`src/design/i2cst_pkg.sv`:
```
// Shared types, constants and helpers for the I2C SCL timing calculator.
package i2cst_pkg;

  // Field widths
  localparam int PCLK_W  = 26;
  localparam int SPEED_W = 20;
  localparam int ADDR_W  = 8;
  localparam int MHZ_W   = 6;
  localparam int DVSR_W  = 24;
  localparam int QUO_W   = PCLK_W;

  // Divider shape: quotient bits resolved per stage and stage count
  localparam int DIV_BPS    = 2;
  localparam int DIV_STAGES = QUO_W / DIV_BPS;
  localparam int FRONT_LAT  = 2;

  // Status codes
  localparam logic [1:0] ST_OK          = 2'd0;
  localparam logic [1:0] ST_INVALID     = 2'd1;
  localparam logic [1:0] ST_UNSUPPORTED = 2'd2;

  // Limits
  localparam logic [PCLK_W-1:0]  PCLK_MIN_HZ = 26'd2000000;
  localparam logic [PCLK_W-1:0]  PCLK_MAX_HZ = 26'd50000000;
  localparam logic [SPEED_W-1:0] STD_MAX_HZ  = 20'd100000;
  localparam logic [SPEED_W-1:0] FAST_MAX_HZ = 20'd400000;
  localparam logic [ADDR_W-1:0]  ADDR_MAX    = 8'd127;

  // Hz to MHz: 1e6 = 64 * 15625, x/15625 estimated as (x * 67) >> 20, low by at most one
  localparam int               MHZ_LO_SHIFT = 6;
  localparam int               X_W          = PCLK_W - MHZ_LO_SHIFT;
  localparam int               RECIP_W      = 7;
  localparam int               PROD_W       = X_W + RECIP_W;
  localparam logic [RECIP_W-1:0] MHZ_RECIP  = 7'd67;
  localparam logic [X_W:0]     MHZ_DIV_LO   = 21'd15625;

  typedef struct packed {
    logic [PCLK_W-1:0]  pclk_hz;
    logic [SPEED_W-1:0] speed_hz;
    logic               duty_mode;
    logic [ADDR_W-1:0]  self_addr;
  } req_t;

  typedef struct packed {
    logic [1:0]  status;
    logic [11:0] ccr_value;
    logic        fast_mode;
    logic        duty_flag;
    logic [5:0]  rise_value;
    logic [5:0]  freq_mhz;
    logic [14:0] addr_reg_value;
  } rsp_t;

  // Per-item side information carried alongside the divider
  typedef struct packed {
    logic [1:0]       status;
    logic             fast;
    logic             dflag;
    logic [MHZ_W-1:0] mhz;
    logic [6:0]       addr;
  } meta_t;

  typedef struct packed {
    logic [PCLK_W-1:0] pclk;
    logic [DVSR_W-1:0] dvsr;
    meta_t             meta;
  } div_in_t;

  // Fast mode rise time: mhz*3/10 + 1, with /10 as (x*205) >> 11 for x below 1029
  function automatic logic [7:0] rise_fast(input logic [MHZ_W-1:0] mhz);
    logic [7:0]  x3;
    logic [15:0] p;
    x3 = {2'b0, mhz} + {1'b0, mhz, 1'b0};
    p  = {8'b0, x3} * 16'd205;
    return {3'b0, p[15:11]} + 8'd1;
  endfunction

endpackage

```
`src/design/i2cst_front.sv`:
```
// Front end: parameter checks, Hz to MHz conversion and divisor selection.
module i2cst_front import i2cst_pkg::*; (
  input  logic    clk,
  input  logic    rst,
  input  logic    in_valid,
  input  req_t    req,
  output logic    out_valid,
  output div_in_t div_in
);

  // Stage A registers
  logic              a_valid;
  logic              a_inv;
  logic              a_range_ok;
  logic              a_low_zero;
  logic              a_fast;
  logic              a_dflag;
  logic [X_W-1:0]    a_x;
  logic [PROD_W-1:0] a_prod;
  logic [PCLK_W-1:0] a_pclk;
  logic [DVSR_W-1:0] a_dvsr;
  logic [6:0]        a_addr;

  logic              inv;
  logic              fast;
  logic [DVSR_W-1:0] s24;
  logic [DVSR_W-1:0] dvsr;
  logic [X_W-1:0]    x;

  // Check the request and pick the divisor
  always_comb begin
    inv  = (req.speed_hz == '0) || (req.speed_hz > FAST_MAX_HZ) ||
           (req.self_addr > ADDR_MAX);
    fast = req.speed_hz > STD_MAX_HZ;
    s24  = {{(DVSR_W-SPEED_W){1'b0}}, req.speed_hz};
    if (!fast) begin
      dvsr = s24 << 1;
    end else if (req.duty_mode) begin
      dvsr = (s24 << 4) + (s24 << 3) + s24;
    end else begin
      dvsr = (s24 << 1) + s24;
    end
    x = req.pclk_hz[PCLK_W-1:MHZ_LO_SHIFT];
  end

  always_ff @(posedge clk) begin
    if (rst) begin
      a_valid <= 1'b0;
    end else begin
      a_valid <= in_valid;
    end
    a_inv      <= inv;
    a_range_ok <= (req.pclk_hz >= PCLK_MIN_HZ) && (req.pclk_hz <= PCLK_MAX_HZ);
    a_low_zero <= req.pclk_hz[MHZ_LO_SHIFT-1:0] == '0;
    a_fast     <= fast;
    a_dflag    <= fast && req.duty_mode;
    a_x        <= x;
    a_prod     <= {{RECIP_W{1'b0}}, x} * {{X_W{1'b0}}, MHZ_RECIP};
    a_pclk     <= req.pclk_hz;
    a_dvsr     <= dvsr;
    a_addr     <= req.self_addr[6:0];
  end

  logic [RECIP_W-1:0] q0;
  logic [X_W:0]       r_raw;
  logic               r_hi;
  logic [X_W:0]       r_fin;
  logic [RECIP_W-1:0] mhz_full;
  logic               whole;
  meta_t              meta_next;

  // Correct the MHz estimate by one and test for a whole number of MHz
  always_comb begin
    q0       = a_prod[PROD_W-1:X_W];
    r_raw    = {1'b0, a_x} - ({{(X_W+1-RECIP_W){1'b0}}, q0} * MHZ_DIV_LO);
    r_hi     = r_raw >= MHZ_DIV_LO;
    r_fin    = r_hi ? r_raw - MHZ_DIV_LO : r_raw;
    mhz_full = q0 + {{(RECIP_W-1){1'b0}}, r_hi};
    whole    = (r_fin == '0) && a_low_zero;

    meta_next.fast  = a_fast;
    meta_next.dflag = a_dflag;
    meta_next.mhz   = mhz_full[MHZ_W-1:0];
    meta_next.addr  = a_addr;
    priority if (a_inv) begin
      meta_next.status = ST_INVALID;
    end else if (!a_range_ok || !whole) begin
      meta_next.status = ST_UNSUPPORTED;
    end else begin
      meta_next.status = ST_OK;
    end
  end

  always_ff @(posedge clk) begin
    if (rst) begin
      out_valid <= 1'b0;
    end else begin
      out_valid <= a_valid;
    end
    div_in.pclk <= a_pclk;
    div_in.dvsr <= a_dvsr;
    div_in.meta <= meta_next;
  end

endmodule

```
`src/design/i2cst_div.sv`:
```
// Pipelined restoring divider: pclk over divisor, two quotient bits per stage.
module i2cst_div import i2cst_pkg::*; (
  input  logic             clk,
  input  logic             rst,
  input  logic             in_valid,
  input  div_in_t          in_item,
  output logic             out_valid,
  output logic [QUO_W-1:0] quo,
  output meta_t            meta
);

  logic [DIV_STAGES-1:0] vld;
  logic [DVSR_W-1:0]     rem_q      [DIV_STAGES];
  logic [PCLK_W-1:0]     num_q      [DIV_STAGES];
  logic [QUO_W-1:0]      quo_q      [DIV_STAGES];
  logic [DVSR_W-1:0]     dv_q       [DIV_STAGES];
  meta_t                 meta_q     [DIV_STAGES];
  logic [DVSR_W-1:0]     rem_next   [DIV_STAGES];
  logic [PCLK_W-1:0]     num_next   [DIV_STAGES];
  logic [QUO_W-1:0]      quo_next   [DIV_STAGES];
  logic [DVSR_W-1:0]     dv_in      [DIV_STAGES];
  meta_t                 meta_in    [DIV_STAGES];
  logic [DVSR_W-1:0]     rem_in     [DIV_STAGES];
  logic [PCLK_W-1:0]     num_in     [DIV_STAGES];
  logic [QUO_W-1:0]      quo_in     [DIV_STAGES];

  // Feed each stage from the one before it
  always_comb begin
    rem_in[0]  = '0;
    num_in[0]  = in_item.pclk;
    quo_in[0]  = '0;
    dv_in[0]   = in_item.dvsr;
    meta_in[0] = in_item.meta;
    for (int s = 1; s < DIV_STAGES; s++) begin
      rem_in[s]  = rem_q[s-1];
      num_in[s]  = num_q[s-1];
      quo_in[s]  = quo_q[s-1];
      dv_in[s]   = dv_q[s-1];
      meta_in[s] = meta_q[s-1];
    end
  end

  // Shift in a dividend bit, subtract the divisor where it fits
  always_comb begin : step
    logic [DVSR_W:0]   t;
    logic [DVSR_W-1:0] r;
    logic [PCLK_W-1:0] n;
    logic [QUO_W-1:0]  q;
    for (int s = 0; s < DIV_STAGES; s++) begin
      r = rem_in[s];
      n = num_in[s];
      q = quo_in[s];
      for (int b = 0; b < DIV_BPS; b++) begin
        t = {r, n[PCLK_W-1]};
        n = {n[PCLK_W-2:0], 1'b0};
        if (t >= {1'b0, dv_in[s]}) begin
          r = DVSR_W'(t - {1'b0, dv_in[s]});
          q = {q[QUO_W-2:0], 1'b1};
        end else begin
          r = t[DVSR_W-1:0];
          q = {q[QUO_W-2:0], 1'b0};
        end
      end
      rem_next[s] = r;
      num_next[s] = n;
      quo_next[s] = q;
    end
  end

  // Advance all stages every cycle
  always_ff @(posedge clk) begin
    if (rst) begin
      vld <= '0;
    end else begin
      vld <= {vld[DIV_STAGES-2:0], in_valid};
    end
    for (int s = 0; s < DIV_STAGES; s++) begin
      rem_q[s]  <= rem_next[s];
      num_q[s]  <= num_next[s];
      quo_q[s]  <= quo_next[s];
      dv_q[s]   <= dv_in[s];
      meta_q[s] <= meta_in[s];
    end
  end

  assign out_valid = vld[DIV_STAGES-1];
  assign quo       = quo_q[DIV_STAGES-1];
  assign meta      = meta_q[DIV_STAGES-1];

endmodule

```
`src/design/i2cst_back.sv`:
```
// Back end: divider floor, rise time, field overflow checks and result register.
module i2cst_back import i2cst_pkg::*; #(
  parameter int DIV_WIDTH  = 12,
  parameter int RISE_WIDTH = 6
) (
  input  logic             clk,
  input  logic             rst,
  input  logic             in_valid,
  input  logic [QUO_W-1:0] quo,
  input  meta_t            meta,
  output logic             done,
  output rsp_t             result
);

  logic [QUO_W-1:0] ccr;
  logic [7:0]       rise;
  logic             zero_div;
  logic             ovf;
  logic [1:0]       status;
  rsp_t             res_next;

  // Finish the fields and decide the status
  always_comb begin
    if (meta.fast) begin
      ccr  = quo;
      rise = rise_fast(meta.mhz);
    end else begin
      ccr  = (quo < QUO_W'(4)) ? QUO_W'(4) : quo;
      rise = {2'b0, meta.mhz} + 8'd1;
    end
    zero_div = meta.fast && (quo == '0);
    ovf      = ((ccr >> DIV_WIDTH) != '0) || ((rise >> RISE_WIDTH) != '0);
    priority if (meta.status != ST_OK) begin
      status = meta.status;
    end else if (zero_div || ovf) begin
      status = ST_UNSUPPORTED;
    end else begin
      status = ST_OK;
    end

    res_next        = '0;
    res_next.status = status;
    if (status == ST_OK) begin
      res_next.ccr_value      = ccr[11:0];
      res_next.fast_mode      = meta.fast;
      res_next.duty_flag      = meta.dflag;
      res_next.rise_value     = rise[5:0];
      res_next.freq_mhz       = meta.mhz;
      res_next.addr_reg_value = {1'b1, 6'b0, meta.addr, 1'b0};
    end
  end

  always_ff @(posedge clk) begin
    if (rst) begin
      done <= 1'b0;
    end else begin
      done <= in_valid;
    end
    result <= res_next;
  end

endmodule

```
`src/design/i2c_scl_timing_calculator.sv`:
```
// Top level of the I2C SCL timing calculator: front end, divider pipeline, back end.
//
//   channel   ports                  direction  handshake
//   request   start, busy, request   in         taken when start high and busy low
//   result    done, result           out        one-cycle strobe, no back-pressure
//
// One item may enter every cycle; each taken item passes through 2 front stages,
// 13 divider stages at two quotient bits each and 1 output stage before its result.
// The divider pipeline holds most of these stages; throughput is one item per cycle.
// Reset is synchronous and clears all valid bits; busy is high only during reset.
// Nothing stalls: every stage advances each cycle and results are never held.
module i2c_scl_timing_calculator import i2cst_pkg::*; #(
  parameter int DIV_WIDTH  = 12,
  parameter int RISE_WIDTH = 6
) (
  input  logic clk,
  input  logic rst,
  input  logic start,
  output logic busy,
  input  req_t request,
  output logic done,
  output rsp_t result
);

  localparam int PIPE_LAT = FRONT_LAT + DIV_STAGES + 1;

  logic             take;
  logic             front_valid;
  div_in_t          front_item;
  logic             div_valid;
  logic [QUO_W-1:0] div_quo;
  meta_t            div_meta;

  assign busy = rst;
  assign take = start && !busy;

  i2cst_front u_front (
    .clk       (clk),
    .rst       (rst),
    .in_valid  (take),
    .req       (request),
    .out_valid (front_valid),
    .div_in    (front_item)
  );

  i2cst_div u_div (
    .clk       (clk),
    .rst       (rst),
    .in_valid  (front_valid),
    .in_item   (front_item),
    .out_valid (div_valid),
    .quo       (div_quo),
    .meta      (div_meta)
  );

  i2cst_back #(
    .DIV_WIDTH  (DIV_WIDTH),
    .RISE_WIDTH (RISE_WIDTH)
  ) u_back (
    .clk      (clk),
    .rst      (rst),
    .in_valid (div_valid),
    .quo      (div_quo),
    .meta     (div_meta),
    .done     (done),
    .result   (result)
  );

  // A result only ever follows an item taken a fixed latency earlier
  a_done_follows_item: assert property (@(posedge clk) disable iff (rst)
    done |-> $past(take, PIPE_LAT))
    else $error("result strobe without a matching item");

  a_status_code: assert property (@(posedge clk) disable iff (rst)
    done |-> (result.status == ST_OK || result.status == ST_INVALID ||
              result.status == ST_UNSUPPORTED))
    else $error("undefined status code");

  a_fail_zeroed: assert property (@(posedge clk) disable iff (rst)
    done && (result.status != ST_OK) |->
      (result.ccr_value == '0) && (result.addr_reg_value == '0) &&
      (result.freq_mhz == '0) && !result.fast_mode)
    else $error("failed result carries nonzero fields");

  a_ok_fields: assert property (@(posedge clk) disable iff (rst)
    done && (result.status == ST_OK) |->
      result.addr_reg_value[14] && (result.freq_mhz >= 6'd2) &&
      (result.freq_mhz <= 6'd50))
    else $error("accepted result has bad address mark or clock");

  a_duty_needs_fast: assert property (@(posedge clk) disable iff (rst)
    done && result.duty_flag |-> result.fast_mode)
    else $error("duty flag set outside fast mode");

endmodule
```
`config.mk`:
```
export PLATFORM = sky130hd
export DESIGN_NAME = i2c_scl_timing_calculator
export DESIGN_NICKNAME = d
export VERILOG_FILES = /design/src/design/i2cst_pkg.sv /design/src/design/i2cst_front.sv /design/src/design/i2cst_div.sv /design/src/design/i2cst_back.sv /design/src/design/i2c_scl_timing_calculator.sv
export SDC_FILE = /design/constraint.sdc
export NUM_CORES = 2
export LEC_CHECK = 0
export BUFFER_PORTS_ARGS = -buffer_cell sky130_fd_sc_hd__buf_2
export CAP_MARGIN = 20
export CORE_UTILIZATION = 30
export DETAILED_ROUTE_END_ITERATION = 16
export MAX_ROUTING_LAYER = met4
export PLACE_DENSITY = 0.43
export RECOVER_POWER = 50
export SETUP_SLACK_MARGIN = 0.02
export SYNTH_ARGS = -nofsm -noshare
export SYNTH_HDL_FRONTEND = slang
export SYNTH_SLANG_ARGS = --single-unit
```
`constraint.sdc`:
```
create_clock -name clk -period 5.7 [get_ports clk]
set_clock_uncertainty 0.05 [all_clocks]
set_input_delay 0 -clock clk [delete_from_list [all_inputs] [get_ports clk]]
set_output_delay 0 -clock clk [all_outputs]
set_load 0.05 [all_outputs]
```
==> summary.txt <==
Status
  • Status: finished, final reports clean

STA
  • Final Max Tran Viols: 0
  • Crit path time final: 5500 ps
  • Final period util: 0.965
  • Fmax: 0.182 GHz
  • Slew headroom: 0.271
  • Worst Tran Pin Value: 1090 ps
  • RSZ-0062 raised after global routing: yes
  • Final worst setup slack: ~200 ps
  • Final hold violation count: 0
  • Setup-failing EPs final: 0

Worst hold path
  • Worst Hold Class: in -> reg

Synthesis
  • Post-synthesis cell count: 7450
  • Synth area leaders: dfxtp_1 (38%), ha_1 (15%), mux2_2 (5.3%)
  • Synth Area per Inst: around 9.5 um2
  • Synth cell types: between 90 and 100
  • Dominant cell type by area after synthesis: dfxtp_1
  • Number of flops mapped to enable cells by yosys: 0
  • #FFs+latches synth: between 1000 and 1500
  • Top_reg_cell synth: dfxtp_1
  • Mapped cell area: between 0.07 and 0.08 mm2
  • Sequential element share of the synthesized area: 0.375
  • Fraction of registers with async set/reset: 0
  • Post-synth top area share: 0.375
  • Synth warn: 0

GRT
  • Vias in the first global route: 55300
  • GRT Overall Usage: 0.172
  • Largest net degree at the start of global routing: 38
  • Total gr overflow: 0
  • Antenna violations before repair: 13
  • First-pass GRT wire length: between 300 and 400 mm

CTS
  • CTS tree: yes
  • CTS Buf Count: approximately 150
  • Worst skew pair latency: just over 800 ps
  • Htree depth: 4
  • Clk buf depth: 3
  • CTS clk-pin slew, worst paths: 60 ps
  • Root buffer cell: clkbuf_16
  • Clock Sinks: between 1000 and 1500

Place
  • Pre-CTS setup slack: -457 ps
  • GPL Wtd Cong: 0.878
  • Post-DP HPWL: about 160 mm
  • IO Port Bufs: 95

Setup path
  • Critical Path Source Type: register
  • Crit path required time: approximately 6400 ps
  • CP Max Fanout: 6
  • Critical path class: reg -> reg
  • CP arrival: ~6000 ps
  • CP Capture Type: register

Layout
  • Layout cell share with drive strength beyond 1: 0.227
  • Commonest non-fill, non-tap cell in the layout: dfxtp_1
  • Area Growth Syn to Fin: 27.9%
  • Final #Nets: 9662
  • Highest-count cells in the layout ignoring fill and taps: dfxtp_1 (1303), buf_4 (905), ha_1 (824)

Floorplanning
  • Core ar.: 0.233 mm2
  • Vert. Die Dim: 487 um
  • Die ar.: approximately 0.24 mm2
  • FP Rows: 177
  • IO Pins: 103
  • Overall die width: approximately 490 um
  • Initial Utilization: 0.303

Drt
  • 1st-pass router iterations: 6
  • DR WL/cell: between 15 and 20 um
  • Via density: 4.70
  • Starting DRC count in detailed routing: 2745
  • Residual DRC: 0
  • Post-DRT Antenna Nets: 0
  • Detailed Route WL: 203 mm
  • DR vias: ~56000

Run
  • Max_cap viols: 0
==> worst max-delay path, cell delays in order, from the launching register on <==
cell and delay [ps]:
dfxtp_2 330, inv_2 50, ha_4 200, nor2b_1 120
o21a_1 180, o21a_1 190, o31a_1 280, o21a_2 250
a211o_1 340, a221oi_4 300, o21ai_4 150, buf_6 200
buf_6 120, nor2_2 80, a21oi_2 50, ha_2 180
or3_4 400, o31ai_4 200, buf_6 140, a21oi_4 70
o41ai_4 340, a21oi_2 120, o221ai_2 240, o221ai_4 220
buf_12 230, buf_4 160, o21a_1 180
==> cells in the mapped netlist (all sizes together) (10+ instances only) <==
| library cell | n |
|---|---|
| and3 | 69 |
| or2 | 36 |
| nor3 | 154 |
| a2111oi | 20 |
| inv | 755 |
| a311oi | 17 |
| mux2 | 336 |
| nor4 | 36 |
| o31ai | 34 |
| fa | 97 |
| a211o | 13 |
| a21oi | 566 |
| nand2 | 332 |
| o31a | 13 |
| dfxtp | 1323 |
| and2 | 61 |
| and4 | 15 |
| a211oi | 71 |
| a31oi | 71 |
| ha | 850 |
| o41ai | 21 |
| xnor2 | 347 |
| o21a | 114 |
| xor2 | 158 |
| buf | 49 |
| nor2b | 105 |
| nor3b | 10 |
| nor2 | 457 |
| o311ai | 12 |
| a21o | 242 |
| a31o | 18 |
| clkbuf | 66 |
| o21ai | 335 |
| a21boi | 36 |
| nand3 | 118 |
| a41oi | 12 |
| nand4 | 108 |
| nand2b | 82 |
| or3 | 41 |
| a221oi | 11 |
| o211ai | 35 |
| mux2i | 34 |
| o21bai | 55 |
==> flip-flops by register name, indices dropped and copies added (netlist names), 13 cells and up <==
| register | count |
|---|---|
| u_back.result | 36 |
| u_div.dv_q | 288 |
| u_div.meta_q | 221 |
| u_div.num_q | 156 |
| u_div.quo_q | 182 |
| u_div.rem_q | 288 |
| u_div.vld | 13 |
| u_front.a_dvsr | 24 |
| u_front.a_x | 19 |
| u_front.div_in | 67 |
==> stage by stage <==
stage          hold WS (ps)  instances  setup TNS [ps]  cell area, um2   util
2_1_floorplan         -22.3       7456               0           70700      -
3_3_place_gp           52.3      11500          -32980           81300  0.349
3_5_place_dp           53.8      11500          -42310           81300  0.349
4_1_cts              0.0569      11900           -18.1           88400  0.379
5_1_grt                55.3      11900            -540           90200  0.387
6_report               78.2      11900               0           90200  0.387
==> final timing paths <==
check                                           startpoint                    endpoint  slack, ps  cells past startpoint
worst max-delay path              u_div.dv_q[0][1]$_DFF_P_  u_div.rem_q[0][27]$_DFF_P_        200                     26
worst max register to register    u_div.dv_q[0][1]$_DFF_P_  u_div.rem_q[0][27]$_DFF_P_        200                     26
worst min register to register  u_div.quo_q[1][55]$_DFF_P_  u_div.quo_q[1][83]$_DFF_P_        260                      0
worst min-delay path                           request[31]  u_front.a_low_zero$_DFF_P_         80                      4
==> final cells by class <==
cell class              count  area, um2
flip-flops and latches   1323      26500
diodes                      8       20.0
multi-input cells        5262      42400
clock inverters            72       1050
fillers                 23400     143000
repair buffers           1161       9160
clock buffers             208       4380
well taps                3132       3920
inverters                 756       2840
==> logic make-up (layout without fill, tap and decap cells) <==
kind of cell	count (synthesis)	in the layout	synth area share
multiplexers	370	370	0.0586
adder cells (fa/ha/maj)	947	947	0.178
AO/OA/AOI/OAI	1773	1773	0.161
AND/OR/NAND/NOR	1660	1660	0.116
flip-flops	1323	1323	0.375
other	1	15	0.0000531
buffers and inverters	871	2197	0.0479
XOR/XNOR	505	505	0.0627
==> metal layers <==
layer / global-route usage / vias to the layer above / wire, um
met3: 0.0235 / 253 / 7470
met4: 0.0488 / 0 / 4790
li1: - / 28600 / -
met2: 0.261 / 895 / 88500
met5: - / - / 0
met1: 0.236 / 26300 / 103000
==> repair_timing <==
item	CTS	global route
setup endpoints to repair	236	286
resized for setup	105	333
hold endpoints to repair	85	0
setup buffers	15	41
gates cloned	2	9
hold buffers	115	0
pin swaps	30	149
Power is left out: the tool's default activity adds up to more than one toggle a clock period on the data nets, which glitch-free logic cannot reach.
